## src/sv/tsg_pkg.sv

```systemverilog
package tsg_pkg;

    // event kinds carried in req_type
    localparam logic [1:0] REQ_POLL    = 2'd0;
    localparam logic [1:0] REQ_TX      = 2'd1;
    localparam logic [1:0] REQ_RX      = 2'd2;
    localparam logic [1:0] REQ_RESTART = 2'd3;

    // configuration register indexes (byte address / 4)
    localparam logic [1:0] REG_GUARD  = 2'd0;
    localparam logic [1:0] REG_RESYNC = 2'd1;
    localparam logic [1:0] REG_PAD    = 2'd2;

    localparam int APB_AW = 4;
    localparam int CFG_W  = 16;

    // reset values of the configuration registers
    localparam logic [CFG_W-1:0] GUARD_RST  = 16'd100;
    localparam logic [CFG_W-1:0] RESYNC_RST = 16'd10;
    localparam logic [CFG_W-1:0] PAD_RST    = 16'd10;

    // shared divider: 32-bit dividend, divisor up to 1023
    localparam int DIV_W      = 10;
    localparam int DIV_BITS   = 4;
    localparam logic [DIV_W-1:0] US_PER_MS = 10'd1000;

    typedef struct packed {
        logic [1:0]  req_type;
        logic [31:0] now_ms;
        logic [31:0] air_time_us;
    } in_t;

    typedef struct packed {
        logic        grant;
        logic        tx_pending;
        logic [31:0] avg_cycle_ms;
        logic [31:0] avg_air_ms;
    } out_t;

    typedef struct packed {
        logic             start;
        logic [31:0]      dividend;
        logic [DIV_W-1:0] divisor;
    } div_req_t;

    typedef struct packed {
        logic        done;
        logic [31:0] quotient;
    } div_rsp_t;

endpackage

```

## src/sv/transmit_slot_gate_top.sv

```systemverilog
// transmit slot gate
// Input channel s_valid/s_ready/s_data carries one event beat: poll, transmit
// request, reception (with airtime in us) or restart, each with a ms timestamp.
// Every event gives exactly one result beat on m_valid/m_ready/m_data: grant,
// pending flag and the current cycle and airtime averages.
// An APB port (paddr[3:2] selects guard, resync, airtime pad) sets the margins;
// write it only while the block is idle.
// Polls with a request pending pass through a re-anchor state and a grant
// decision state before the result register is loaded. A reception that
// records history divides air_time_us by 1000 and then, for each of the n
// stored entries (up to HISTORY_DEPTH), its gap and its airtime by n; all
// these divisions go through one shared divider that retires 4 quotient bits
// per cycle, and the history is read from one RAM port, one entry per pass.
// One event is in work at a time; s_ready is high only while the sequencer
// is idle. A finished result sits in the output register, and the sequencer
// waits before loading the next one if the receiver stalls, so nothing is lost.
// Reset (aresetn low, synchronous) clears pending, history count, timestamps
// and averages and restores the register defaults; history RAM is not cleared.
module transmit_slot_gate_top #(
    parameter int HISTORY_DEPTH = 16
) (
    input  logic                        aclk,
    input  logic                        aresetn,
    input  logic                        s_valid,
    output logic                        s_ready,
    input  tsg_pkg::in_t                s_data,
    output logic                        m_valid,
    input  logic                        m_ready,
    output tsg_pkg::out_t               m_data,
    input  logic                        psel,
    input  logic                        penable,
    input  logic                        pwrite,
    input  logic [tsg_pkg::APB_AW-1:0]  paddr,
    input  logic [31:0]                 pwdata,
    output logic [31:0]                 prdata,
    output logic                        pready
);
    import tsg_pkg::*;

    localparam int IDX_W = HISTORY_DEPTH > 1 ? $clog2(HISTORY_DEPTH) : 1;
    localparam int CNT_W = $clog2(HISTORY_DEPTH + 1);

    // sequencer states
    localparam logic [3:0] S_IDLE   = 4'd0;
    localparam logic [3:0] S_EXEC   = 4'd1;
    localparam logic [3:0] S_POLL1  = 4'd2;
    localparam logic [3:0] S_POLL2  = 4'd3;
    localparam logic [3:0] S_AIRDIV = 4'd4;
    localparam logic [3:0] S_RD     = 4'd5;
    localparam logic [3:0] S_DG     = 4'd6;
    localparam logic [3:0] S_WG     = 4'd7;
    localparam logic [3:0] S_WA     = 4'd8;
    localparam logic [3:0] S_FIN    = 4'd9;
    localparam logic [3:0] S_DONE   = 4'd10;

    logic [3:0]       state_reg, state_next;
    in_t              item_reg;
    logic [CFG_W-1:0] guard_reg, resync_reg, pad_reg;
    logic [31:0]      cycle_start_reg, cycle_start_next;
    logic [31:0]      last_rx_reg, last_rx_next;
    logic             pending_reg, pending_next;
    logic             started_reg, started_next;
    logic             grant_reg, grant_next;
    logic [IDX_W-1:0] wpos_reg, wpos_next;
    logic [CNT_W-1:0] fill_reg, fill_next;
    logic [31:0]      avg_cyc_reg, avg_cyc_next;
    logic [31:0]      avg_air_reg, avg_air_next;
    logic [31:0]      acc_cyc_reg, acc_cyc_next;
    logic [31:0]      acc_air_reg, acc_air_next;
    logic [IDX_W-1:0] idx_reg, idx_next;
    logic             m_valid_reg, m_valid_next;
    out_t             m_data_reg;

    div_req_t         div_req;
    div_rsp_t         div_rsp;
    logic             ram_we, ram_re;
    logic [63:0]      ram_wdata, ram_rdata;

    logic             cfg_wr;
    logic [31:0]      elapsed;
    logic             s_fire;

    assign s_ready = (state_reg == S_IDLE);
    assign s_fire  = s_valid && s_ready;
    assign elapsed = item_reg.now_ms - cycle_start_reg;

    // configuration port
    assign pready = 1'b1;
    assign cfg_wr = psel && penable && pwrite;

    always_ff @(posedge aclk) begin
        if (!aresetn) begin
            guard_reg  <= GUARD_RST;
            resync_reg <= RESYNC_RST;
            pad_reg    <= PAD_RST;
        end else if (cfg_wr) begin
            case (paddr[3:2])
                REG_GUARD:  guard_reg  <= pwdata[CFG_W-1:0];
                REG_RESYNC: resync_reg <= pwdata[CFG_W-1:0];
                REG_PAD:    pad_reg    <= pwdata[CFG_W-1:0];
                default: ;
            endcase
        end
    end

    always_comb begin
        case (paddr[3:2])
            REG_GUARD:  prdata = {16'd0, guard_reg};
            REG_RESYNC: prdata = {16'd0, resync_reg};
            REG_PAD:    prdata = {16'd0, pad_reg};
            default:    prdata = 32'd0;
        endcase
    end

    // shared divider and history memory
    tsg_div u_div (
        .aclk    (aclk),
        .aresetn (aresetn),
        .req     (div_req),
        .rsp     (div_rsp)
    );

    tsg_ram #(
        .WIDTH (64),
        .DEPTH (HISTORY_DEPTH)
    ) u_ring (
        .aclk  (aclk),
        .we    (ram_we),
        .waddr (wpos_reg),
        .wdata (ram_wdata),
        .re    (ram_re),
        .raddr (idx_reg),
        .rdata (ram_rdata)
    );

    // upper half airtime, lower half gap
    assign ram_wdata = {32'(pad_reg) + div_rsp.quotient, elapsed};

    // sequencer
    always_comb begin
        state_next       = state_reg;
        cycle_start_next = cycle_start_reg;
        last_rx_next     = last_rx_reg;
        pending_next     = pending_reg;
        started_next     = started_reg;
        grant_next       = grant_reg;
        wpos_next        = wpos_reg;
        fill_next        = fill_reg;
        avg_cyc_next     = avg_cyc_reg;
        avg_air_next     = avg_air_reg;
        acc_cyc_next     = acc_cyc_reg;
        acc_air_next     = acc_air_reg;
        idx_next         = idx_reg;
        m_valid_next     = m_valid_reg && !m_ready;
        div_req          = '0;
        ram_we           = 1'b0;
        ram_re           = 1'b0;

        case (state_reg)
            S_IDLE: begin
                if (s_fire) begin
                    state_next = S_EXEC;
                end
            end
            S_EXEC: begin
                grant_next = 1'b0;
                state_next = S_DONE;
                case (item_reg.req_type)
                    REQ_POLL: begin
                        if (pending_reg) begin
                            state_next = S_POLL1;
                        end
                    end
                    REQ_TX: begin
                        pending_next = 1'b1;
                    end
                    REQ_RX: begin
                        if (!pending_reg) begin
                            if (!started_reg) begin
                                started_next     = 1'b1;
                                cycle_start_next = item_reg.now_ms;
                                last_rx_next     = item_reg.now_ms;
                            end else begin
                                div_req.start    = 1'b1;
                                div_req.dividend = item_reg.air_time_us;
                                div_req.divisor  = US_PER_MS;
                                state_next       = S_AIRDIV;
                            end
                        end
                    end
                    default: begin
                        cycle_start_next = item_reg.now_ms;
                        pending_next     = 1'b0;
                    end
                endcase
            end
            // re-anchor the cycle start near the expected cycle end
            S_POLL1: begin
                if (elapsed >= avg_cyc_reg - 32'(resync_reg)) begin
                    cycle_start_next = item_reg.now_ms;
                end
                state_next = S_POLL2;
            end
            // window, empty history or timeout
            S_POLL2: begin
                if ((elapsed > avg_air_reg + 32'(guard_reg)
                        && avg_cyc_reg - elapsed > 32'(guard_reg))
                    || fill_reg == '0
                    || item_reg.now_ms - last_rx_reg > {avg_cyc_reg[30:0], 1'b0}) begin
                    grant_next   = 1'b1;
                    pending_next = 1'b0;
                end
                state_next = S_DONE;
            end
            // push gap and padded airtime
            S_AIRDIV: begin
                if (div_rsp.done) begin
                    ram_we           = 1'b1;
                    wpos_next        = (wpos_reg == IDX_W'(HISTORY_DEPTH - 1)) ?
                                       '0 : wpos_reg + 1'b1;
                    if (fill_reg < CNT_W'(HISTORY_DEPTH)) begin
                        fill_next = fill_reg + 1'b1;
                    end
                    cycle_start_next = item_reg.now_ms;
                    last_rx_next     = item_reg.now_ms;
                    acc_cyc_next     = '0;
                    acc_air_next     = '0;
                    idx_next         = '0;
                    state_next       = S_RD;
                end
            end
            // walk the history, one entry per pass
            S_RD: begin
                ram_re     = 1'b1;
                state_next = S_DG;
            end
            S_DG: begin
                div_req.start    = 1'b1;
                div_req.dividend = ram_rdata[31:0];
                div_req.divisor  = DIV_W'(fill_reg);
                state_next       = S_WG;
            end
            S_WG: begin
                if (div_rsp.done) begin
                    acc_cyc_next     = acc_cyc_reg + div_rsp.quotient;
                    div_req.start    = 1'b1;
                    div_req.dividend = ram_rdata[63:32];
                    div_req.divisor  = DIV_W'(fill_reg);
                    state_next       = S_WA;
                end
            end
            S_WA: begin
                if (div_rsp.done) begin
                    acc_air_next = acc_air_reg + div_rsp.quotient;
                    if (CNT_W'(idx_reg) == fill_reg - 1'b1) begin
                        state_next = S_FIN;
                    end else begin
                        idx_next   = idx_reg + 1'b1;
                        state_next = S_RD;
                    end
                end
            end
            S_FIN: begin
                avg_cyc_next = acc_cyc_reg;
                avg_air_next = acc_air_reg;
                state_next   = S_DONE;
            end
            // hand the result to the output register once it is free
            S_DONE: begin
                if (!m_valid_reg || m_ready) begin
                    m_valid_next = 1'b1;
                    state_next   = S_IDLE;
                end
            end
            default: begin
                state_next = S_IDLE;
            end
        endcase
    end

    // control state
    always_ff @(posedge aclk) begin
        if (!aresetn) begin
            state_reg       <= S_IDLE;
            cycle_start_reg <= '0;
            last_rx_reg     <= '0;
            pending_reg     <= 1'b0;
            started_reg     <= 1'b0;
            grant_reg       <= 1'b0;
            wpos_reg        <= '0;
            fill_reg        <= '0;
            avg_cyc_reg     <= '0;
            avg_air_reg     <= '0;
            m_valid_reg     <= 1'b0;
        end else begin
            state_reg       <= state_next;
            cycle_start_reg <= cycle_start_next;
            last_rx_reg     <= last_rx_next;
            pending_reg     <= pending_next;
            started_reg     <= started_next;
            grant_reg       <= grant_next;
            wpos_reg        <= wpos_next;
            fill_reg        <= fill_next;
            avg_cyc_reg     <= avg_cyc_next;
            avg_air_reg     <= avg_air_next;
            m_valid_reg     <= m_valid_next;
        end
    end

    // payload registers
    always_ff @(posedge aclk) begin
        if (s_fire) begin
            item_reg <= s_data;
        end
        acc_cyc_reg <= acc_cyc_next;
        acc_air_reg <= acc_air_next;
        idx_reg     <= idx_next;
        if (state_reg == S_DONE && (!m_valid_reg || m_ready)) begin
            m_data_reg.grant        <= grant_reg;
            m_data_reg.tx_pending   <= pending_reg;
            m_data_reg.avg_cycle_ms <= avg_cyc_reg;
            m_data_reg.avg_air_ms   <= avg_air_reg;
        end
    end

    assign m_valid = m_valid_reg;
    assign m_data  = m_data_reg;

endmodule

```

## src/sv/tsg_ram.sv

```systemverilog
module tsg_ram #(
    parameter int WIDTH = 64,
    parameter int DEPTH = 16
) (
    input  logic                                 aclk,
    input  logic                                 we,
    input  logic [(DEPTH > 1 ? $clog2(DEPTH) : 1)-1:0] waddr,
    input  logic [WIDTH-1:0]                     wdata,
    input  logic                                 re,
    input  logic [(DEPTH > 1 ? $clog2(DEPTH) : 1)-1:0] raddr,
    output logic [WIDTH-1:0]                     rdata
);

    logic [WIDTH-1:0] mem [DEPTH];

    // one write port, one registered read port
    always_ff @(posedge aclk) begin
        if (we) begin
            mem[waddr] <= wdata;
        end
        if (re) begin
            rdata <= mem[raddr];
        end
    end

endmodule

```

## src/sv/tsg_div.sv

```systemverilog
module tsg_div (
    input  logic              aclk,
    input  logic              aresetn,
    input  tsg_pkg::div_req_t req,
    output tsg_pkg::div_rsp_t rsp
);
    import tsg_pkg::*;

    localparam int STEPS = 32 / DIV_BITS;
    localparam int CNT_W = $clog2(STEPS);

    logic [31:0]      quo_reg, quo_next;
    logic [DIV_W-1:0] rem_reg, rem_next;
    logic [DIV_W-1:0] dsr_reg;
    logic [CNT_W-1:0] cnt_reg;
    logic             busy_reg;
    logic             done_reg;

    // restoring division, DIV_BITS quotient bits per cycle
    always_comb begin
        logic [DIV_W:0]  trial;
        logic [31:0]     q;
        logic [DIV_W-1:0] r;
        q = quo_reg;
        r = rem_reg;
        for (int i = 0; i < DIV_BITS; i++) begin
            trial = {r, q[31]};
            q     = {q[30:0], 1'b0};
            if (trial >= {1'b0, dsr_reg}) begin
                trial = trial - {1'b0, dsr_reg};
                q[0]  = 1'b1;
            end
            r = trial[DIV_W-1:0];
        end
        quo_next = q;
        rem_next = r;
    end

    // control: busy while the quotient steps run, then a one-cycle done
    always_ff @(posedge aclk) begin
        if (!aresetn) begin
            busy_reg <= 1'b0;
            done_reg <= 1'b0;
        end else begin
            done_reg <= 1'b0;
            if (req.start) begin
                busy_reg <= 1'b1;
            end else if (busy_reg && cnt_reg == CNT_W'(STEPS - 1)) begin
                busy_reg <= 1'b0;
                done_reg <= 1'b1;
            end
        end
    end

    // datapath
    always_ff @(posedge aclk) begin
        if (req.start) begin
            quo_reg <= req.dividend;
            rem_reg <= '0;
            dsr_reg <= req.divisor;
            cnt_reg <= '0;
        end else if (busy_reg) begin
            quo_reg <= quo_next;
            rem_reg <= rem_next;
            cnt_reg <= cnt_reg + 1'b1;
        end
    end

    assign rsp.done     = done_reg;
    assign rsp.quotient = quo_reg;

endmodule

```

## config.mk

```make
export PLATFORM = sky130hd
export DESIGN_NAME = transmit_slot_gate_top
export DESIGN_NICKNAME = d
export VERILOG_FILES = /design/src/sv/tsg_pkg.sv /design/src/sv/transmit_slot_gate_top.sv /design/src/sv/tsg_ram.sv /design/src/sv/tsg_div.sv
export SDC_FILE = /design/constraint.sdc
export NUM_CORES = 2
export LEC_CHECK = 0
export ABC_AREA = 1
export CAP_MARGIN = 20
export CORE_MARGIN = 5
export CORE_UTILIZATION = 36
export CTS_BUF_LIST = sky130_fd_sc_hd__clkbuf_16
export DETAILED_ROUTE_END_ITERATION = 7
export DONT_BUFFER_PORTS = 1
export PLACE_DENSITY = 0.49
export SYNTH_ARGS = -nofsm -noshare
export SYNTH_HDL_FRONTEND = slang
export SYNTH_SLANG_ARGS = --single-unit
export TNS_END_PERCENT = 50
```

## constraint.sdc

```tcl
create_clock -name aclk -period 7.6 [get_ports aclk]
set_input_delay 0.76 -clock aclk [delete_from_list [all_inputs] [get_ports aclk]]
set_output_delay 0.76 -clock aclk [all_outputs]
set_load 0.02 [all_outputs]
```

Yosys cells after proc, flatten, opt, wreduce, memory -nomap -nowiden
Memory sizes are Yosys's and may differ from the RTL's. A register that Yosys moved wholly into a read port is not among the register bits.
Cells that the tools add are included.

word-level totals
  bits in registers = 450
  word-level logic and storage cells = 192
  bits in writable memories = 1024
  input bits = 109
  memories kept = 1

cells by class
  mux-type cells = 60
  eq/ne operators = 32
  reductions and logical operators = 41
  $lt $le $gt $ge = 9
  bitwise logic cells = 2
  add/sub/neg operators = 17

memory list
  memory      depth  width  read ports  clocked after Yosys merged registers in  wr ports  RTL line       source
  u_ring.mem  16     64     1           1                                        1         tsg_ram.sv:14  logic [WIDTH-1:0] mem [DEPTH];

operator list
  operator            number
  $mux 32             10
  $pmux 32 s2         4
  $mux 43             4
  $pmux 43 s3         1
  $pmux 32 s3         1
  $sub 32x32->32      3
  $add 32x32->32      2
  $gt 32x32->1        2
  $mux 4              13
  $pmux 16 s3         1
  $ge 11x10->1        4
  $mux 10             4
  $pmux 4 s10         1
  $sub 10x10->10      4
  $add 16x32->32      1
  $add 32x16->32      1
  $ge 32x32->1        1
  $gt 32x16->1        1
  $sub 32x16->32      1
  $eq 4x3->1 const B  4
  $eq 4x4->1 const B  4
  $mux 1              16
  $ne 2x2->1 const B  8
  $pmux 4 s2          2
  29 further kinds    68

Longest topological paths before layout
  depth in word-level cells = 10
  depth in mapped cells = 59
  gate-level depth less buffers = 54

Cells and area by module
A second synthesis with hierarchy kept.

second synthesis, totals
  cell total of the unflattened synthesis = 8648
  area total of the unflattened synthesis = 79269.8 sq um

by module, submodules not included
  module                  seq. area each (sq um)  instances  cells each  area each (sq um)
  tsg_ram                 32671.3                 1          4210        45926.5
  transmit_slot_gate_top  9869.5                  1          3773        28487.3
  tsg_div                 1561.5                  1          665         4855.9

Least setup slack after synthesis
Ideal clock, no wire load.

  path type = register -> register
  start = register u_div.dsr_reg[8]
  end = register u_div.quo_reg[0], data pin
  slack = -0.099 ns
  cell stages (with the launch flop) = 54
  data arrival time = 7.435 ns
  clock period less this slack = 7.699 ns
  path through = edfxtp_1 > inv_1 > ha_1 > a21oi_1 > nor2_1 > nor2_1 > nand3_2 > nand2_4 > nand2_8 > buf_2 > a21oi_1 > ha_1 > nand3_1 > nand2_2 > nand2_2 > nand2_2 > nand2_2 > nand2_2 > [18 not listed] > nand3b_2 > buf_4 > o21ai_2 > inv_1 > ha_1 > a21oi_1 > o21ai_1 > a21oi_1 > o21bai_1 > a21oi_1 > o21ai_1 > a21oi_1 > o21bai_1 > a21oi_1 > nand3_2 > buf_2 > nand2_1 > nand4_1

on the way
  cells in the longest elaborated chain, start to end = 10
  elaborated cells on any way between the ends = 13

RTL lines
  item                                                   RTL line                      source
  start, declared                                        tsg_div.sv:14                 logic [DIV_W-1:0] dsr_reg;
  start signal, assigned                                 tsg_div.sv:60                 dsr_reg <= req.divisor;
  $sub 10x10->10 / $ge 11x10->1 (equally long branches)  tsg_div.sv:30, tsg_div.sv:29
  $mux 10                                                tsg_div.sv:29                 if (trial >= {1'b0, dsr_reg}) begin
  $sub 10x10->10 / $ge 11x10->1 (equally long branches)  tsg_div.sv:30, tsg_div.sv:29
  $mux 10                                                tsg_div.sv:29
  $ge 11x10->1 / $sub 10x10->10 (equally long branches)  tsg_div.sv:29, tsg_div.sv:30
  $mux 10                                                tsg_div.sv:29
  $ge 11x10->1 (*)                                       tsg_div.sv:29
  $mux 1 (*)                                             tsg_div.sv:29
  $mux 32 (*)                                            tsg_div.sv:62                 end else if (busy_reg) begin
  $mux 32 (*)                                            tsg_div.sv:57                 if (req.start) begin
  end signal, assigned                                   tsg_div.sv:58                 quo_reg <= req.dividend;
  end signal, assigned                                   tsg_div.sv:63                 quo_reg <= quo_next;
  end, declared                                          tsg_div.sv:12                 logic [31:0] quo_reg, quo_next;

Mark *: on every way between the ends. The rest lies on a longest branch, timed or not. The select of a mux whose other input is x is not followed.
A chain may end at the register's enable or synchronous reset.

Worst setup path in the final report
  start = register u_div.dsr_reg[8]
  end = register u_div.rem_reg[8]

on the way
  cells in the longest elaborated chain, start to end = 8
  elaborated cells on any way between the ends = 12

RTL lines
  item                                                   RTL line                      source
  $sub 10x10->10 / $ge 11x10->1 (equally long branches)  tsg_div.sv:30, tsg_div.sv:29
  $mux 10                                                tsg_div.sv:29
  $sub 10x10->10 / $ge 11x10->1 (equally long branches)  tsg_div.sv:30, tsg_div.sv:29
  $mux 10                                                tsg_div.sv:29
  $ge 11x10->1 / $sub 10x10->10 (equally long branches)  tsg_div.sv:29, tsg_div.sv:30
  $mux 10                                                tsg_div.sv:29
  $sub 10x10->10 / $ge 11x10->1 (equally long branches)  tsg_div.sv:30, tsg_div.sv:29
  $mux 10 (*)                                            tsg_div.sv:29
  end signal, assigned                                   tsg_div.sv:64                 rem_reg <= rem_next;
  end, declared                                          tsg_div.sv:13                 logic [DIV_W-1:0] rem_reg, rem_next;

Mark *: on every way between the ends. The rest lies on a longest branch, timed or not.

==> impl_metrics.tcl <==
set metrics [dict create \
    status "complete, no violations" \
    cp_slowest_stage_delay_ns 0.37 \
    end_kind "flop" \
    drive_gt1_share_pct 9.160 \
    power.leakage_uw 0.03283 \
    slew_headroom_pct 23.51 \
    fin_crit_ns 7.425 \
    grt_antenna_before_repair 20 \
    worstPathRequired_ns 8.29 \
    holdWs_ns 0.07091 \
    gp_congestion 0.9025 \
    tightest_slew_ns 1.133 \
    fin_ws_ns 0.1753 \
    io_buffers 0 \
    die-area_mm2 0.2171 \
    grt_overflow 0 \
    synth_top_area_share_pct 53.22 \
    areaGrowthSynthToFinish_pct 14.90 \
    ir_drop_uv 1574 \
    initial_core_util_pct 36.17 \
    htree_levels 4 \
    placeableCoreArea_mm2 0.2069 \
    netlist_area_mm2 0.07482 \
    cts.path.max_buffers 3 \
    ant_nets 0 \
    grt_max_degree 184 \
    drt_iter0_markers 4933 \
    p_comb_share_pct 53.1 \
    path_common_cell "nand2_2" \
    crit_type "reg2reg" \
    p_int_uw 23600 \
    io_pins 210 \
    wl_mm 242.6 \
    dpl_cell_area_mm2 0.07908 \
    synth_area_leader_cell "edfxtp_1" \
    ys_seq_elements 1534 \
    synth.avg_cell_area_um2 10.81 \
    ys.warnings.count 0 \
    grt_first_pass_wirelength_mm 348.4 \
    viasPerCell 5.326 \
    path_delay_family "compound AO/OA/AOI/OAI gates" \
    hold_viol 0 \
    pwr-share-clk_pct 19.6 \
    fin_nets 7612 \
    drt-pass1-iter-count 6 \
    ys.flop_type "edfxtp_1" \
    p_sw_uw 16790 \
    cp_max_fo 7 \
    largest_register_ffs 1024 \
    clk_pin_slew_ns 0.06 \
    switching_share_pct 41.58 \
    ys_seq_area_share_pct 58.78 \
    cp_num_buf_inv 8 \
    clock-skew-final_ns 0.04100 \
    cts.sinks 1534 \
    ys_types 73 \
    fmax_ghz 0.1347 \
    dp_hpwl_mm 157.5 \
    grt_pass1_vias 50905 \
    tritoncts "done" \
    setup-violations-final 0 \
    synth_edf_count 1326 \
    finalCritPeriodShare_pct 97.69 \
    routedWlPerCell_um 24.32 \
    die_h_um 465.9 \
    stdcell_area_mm2 0.08597 \
    cp.arrival_ns 8.11 \
    cpMaxStageDelayCell "edfxtp_1" \
    cts_root_buf "clkbuf_16" \
    grt_setup_unrepaired "yes" \
    drv_cap 0 \
    clk_latency_ns 0.82 \
    synth_area_leaders "edfxtp_1 53%, ha_1 6.1%, dfxtp_1 5.6%" \
    vias 53131 \
    cts_buffers 172 \
    min_path_type "in2reg" \
    power.density_mw_per_mm2 469.9 \
    power_frac_seq_pct 27.3 \
    synthArstFlopShare_pct 0 \
    preCtsSetupSlack_ns -0.2322 \
    worstSetupStartpointType "flop" \
    drc_errors 0 \
    num_rows 167 \
    drv_slew 0 \
    grt_use_total_pct 21.67 \
    die-width_um 465.9 \
    syn_inst 6922 \
]
[cells in the mapped netlist (61+ instances only)]
master,n
a21oi_1,746
clkbuf_1,217
dfxtp_1,208
edfxtp_1,1326
ha_1,364
inv_1,824
mux2i_1,256
nand2_1,816
nand3_1,174
nand4_1,83
nor2_1,341
nor3_1,61
o211ai_1,276
o21ai_0,614
xnor2_1,62
xor2_1,138
[cells in the final DEF (no fill, tap or decap), types with 23 or more instances in the layout]
| cell type | instances |
|---|---|
| a21oi_1 | 730 |
| buf_4 | 211 |
| clkbuf_16 | 175 |
| clkinv_1 | 47 |
| dfxtp_1 | 208 |
| dlygate4sd3_1 | 66 |
| edfxtp_1 | 1326 |
| ha_1 | 346 |
| inv_1 | 854 |
| mux2i_1 | 256 |
| nand2_1 | 804 |
| nand3_1 | 173 |
| nand3_2 | 23 |
| nand4_1 | 83 |
| nor2_1 | 315 |
| nor2_4 | 23 |
| nor3_1 | 58 |
| o211ai_1 | 276 |
| o21a_1 | 38 |
| o21ai_0 | 614 |
| o21ai_1 | 41 |
| o221ai_1 | 26 |
| xnor2_1 | 55 |
| xor2_1 | 126 |
[kinds of logic (layout without fill, tap and decap cells)]
kind of cell,count (synthesis),in the layout,synth area share (%)
AOI/OAI and AO/OA,1881,1881,14.32
and+or+nand+nor,1547,1549,8.901
DFF,1534,1534,58.78
buffers and inverters,1125,1446,5.794
adders and majority gates,376,376,6.408
muxes,257,257,3.440
xor gates and xnor gates,200,200,2.341
other,2,28,0.01004
[power groups by stage]
stage / combinational (µW) / clock [µW] / sequential (µW)
CTS: 19400 / 8120 / 11000
detailed placement: 19000 / 0 / 11200
floorplan: 12300 / 0 / 11000
global route: 23600 / 8460 / 11000
global placement: 18800 / 0 / 11200
finish: 21500 / 7920 / 11000
[repair_timing]
| action | CTS | global route |
|---|---|---|
| cloned | 1 | 2 |
| pin swaps | 5 | 47 |
| gates resized for setup | 10 | 88 |
| hold buffers | 66 | 0 |
| endpoints found under the setup margin | 11 | 11 |
| endpoints found under the hold margin | 66 | 0 |
| buffers inserted | 3 | 21 |
[stage by stage]
step / std cells / setup TNS (ns) / total power (µW) / utilization (%)
2_1_floorplan: 6937 / 0 / 23260 / -
3_3_place_gp: 9546 / -1.663 / 29980 / 38.21
3_5_place_dp: 9550 / -2.356 / 30200 / 38.23
4_1_cts: 9927 / 0 / 38570 / 41.18
5_1_grt: 9965 / -4.206 / 43070 / 41.55
6_report: 9975 / 0 / 40400 / 41.56
[layout make-up]
type / instances / area [µm²]
Multi-Input combinational cell: 4280 / 27430
Antenna cell: 11 / 27.53
Timing Repair Buffer: 301 / 2636
Sequential cell: 1534 / 43980
Fill cell: 19847 / 120900
Clock inverter: 133 / 983.4
Clock buffer: 174 / 4354
Tap cell: 2704 / 3383
Inverter: 838 / 3167
[worst paths after layout]
check              startpoint          endpoint  slack (ns)  cells after the start
max reg2reg  u_div.dsr_reg[8]  u_div.rem_reg[8]        0.18                     53
min                 pwdata[1]        pad_reg[1]        0.07                      2
max          u_div.dsr_reg[8]  u_div.rem_reg[8]        0.18                     53
min reg2reg   last_rx_reg[11]   last_rx_reg[11]        0.46                      2
[metal layers]
metal  vias to the layer above  routed length (µm)  GRT usage, %  share of wire [%]
met2                      1618              112000         35.35                 46
li1                      25103                   -             -                  -
met3                       331               16240         3.405                6.7
met5                         -                  19             0             0.0078
met4                         2                6673         5.902                2.8
met1                     26077              107700         30.09                 44
(Power assumes the default switching activity.)
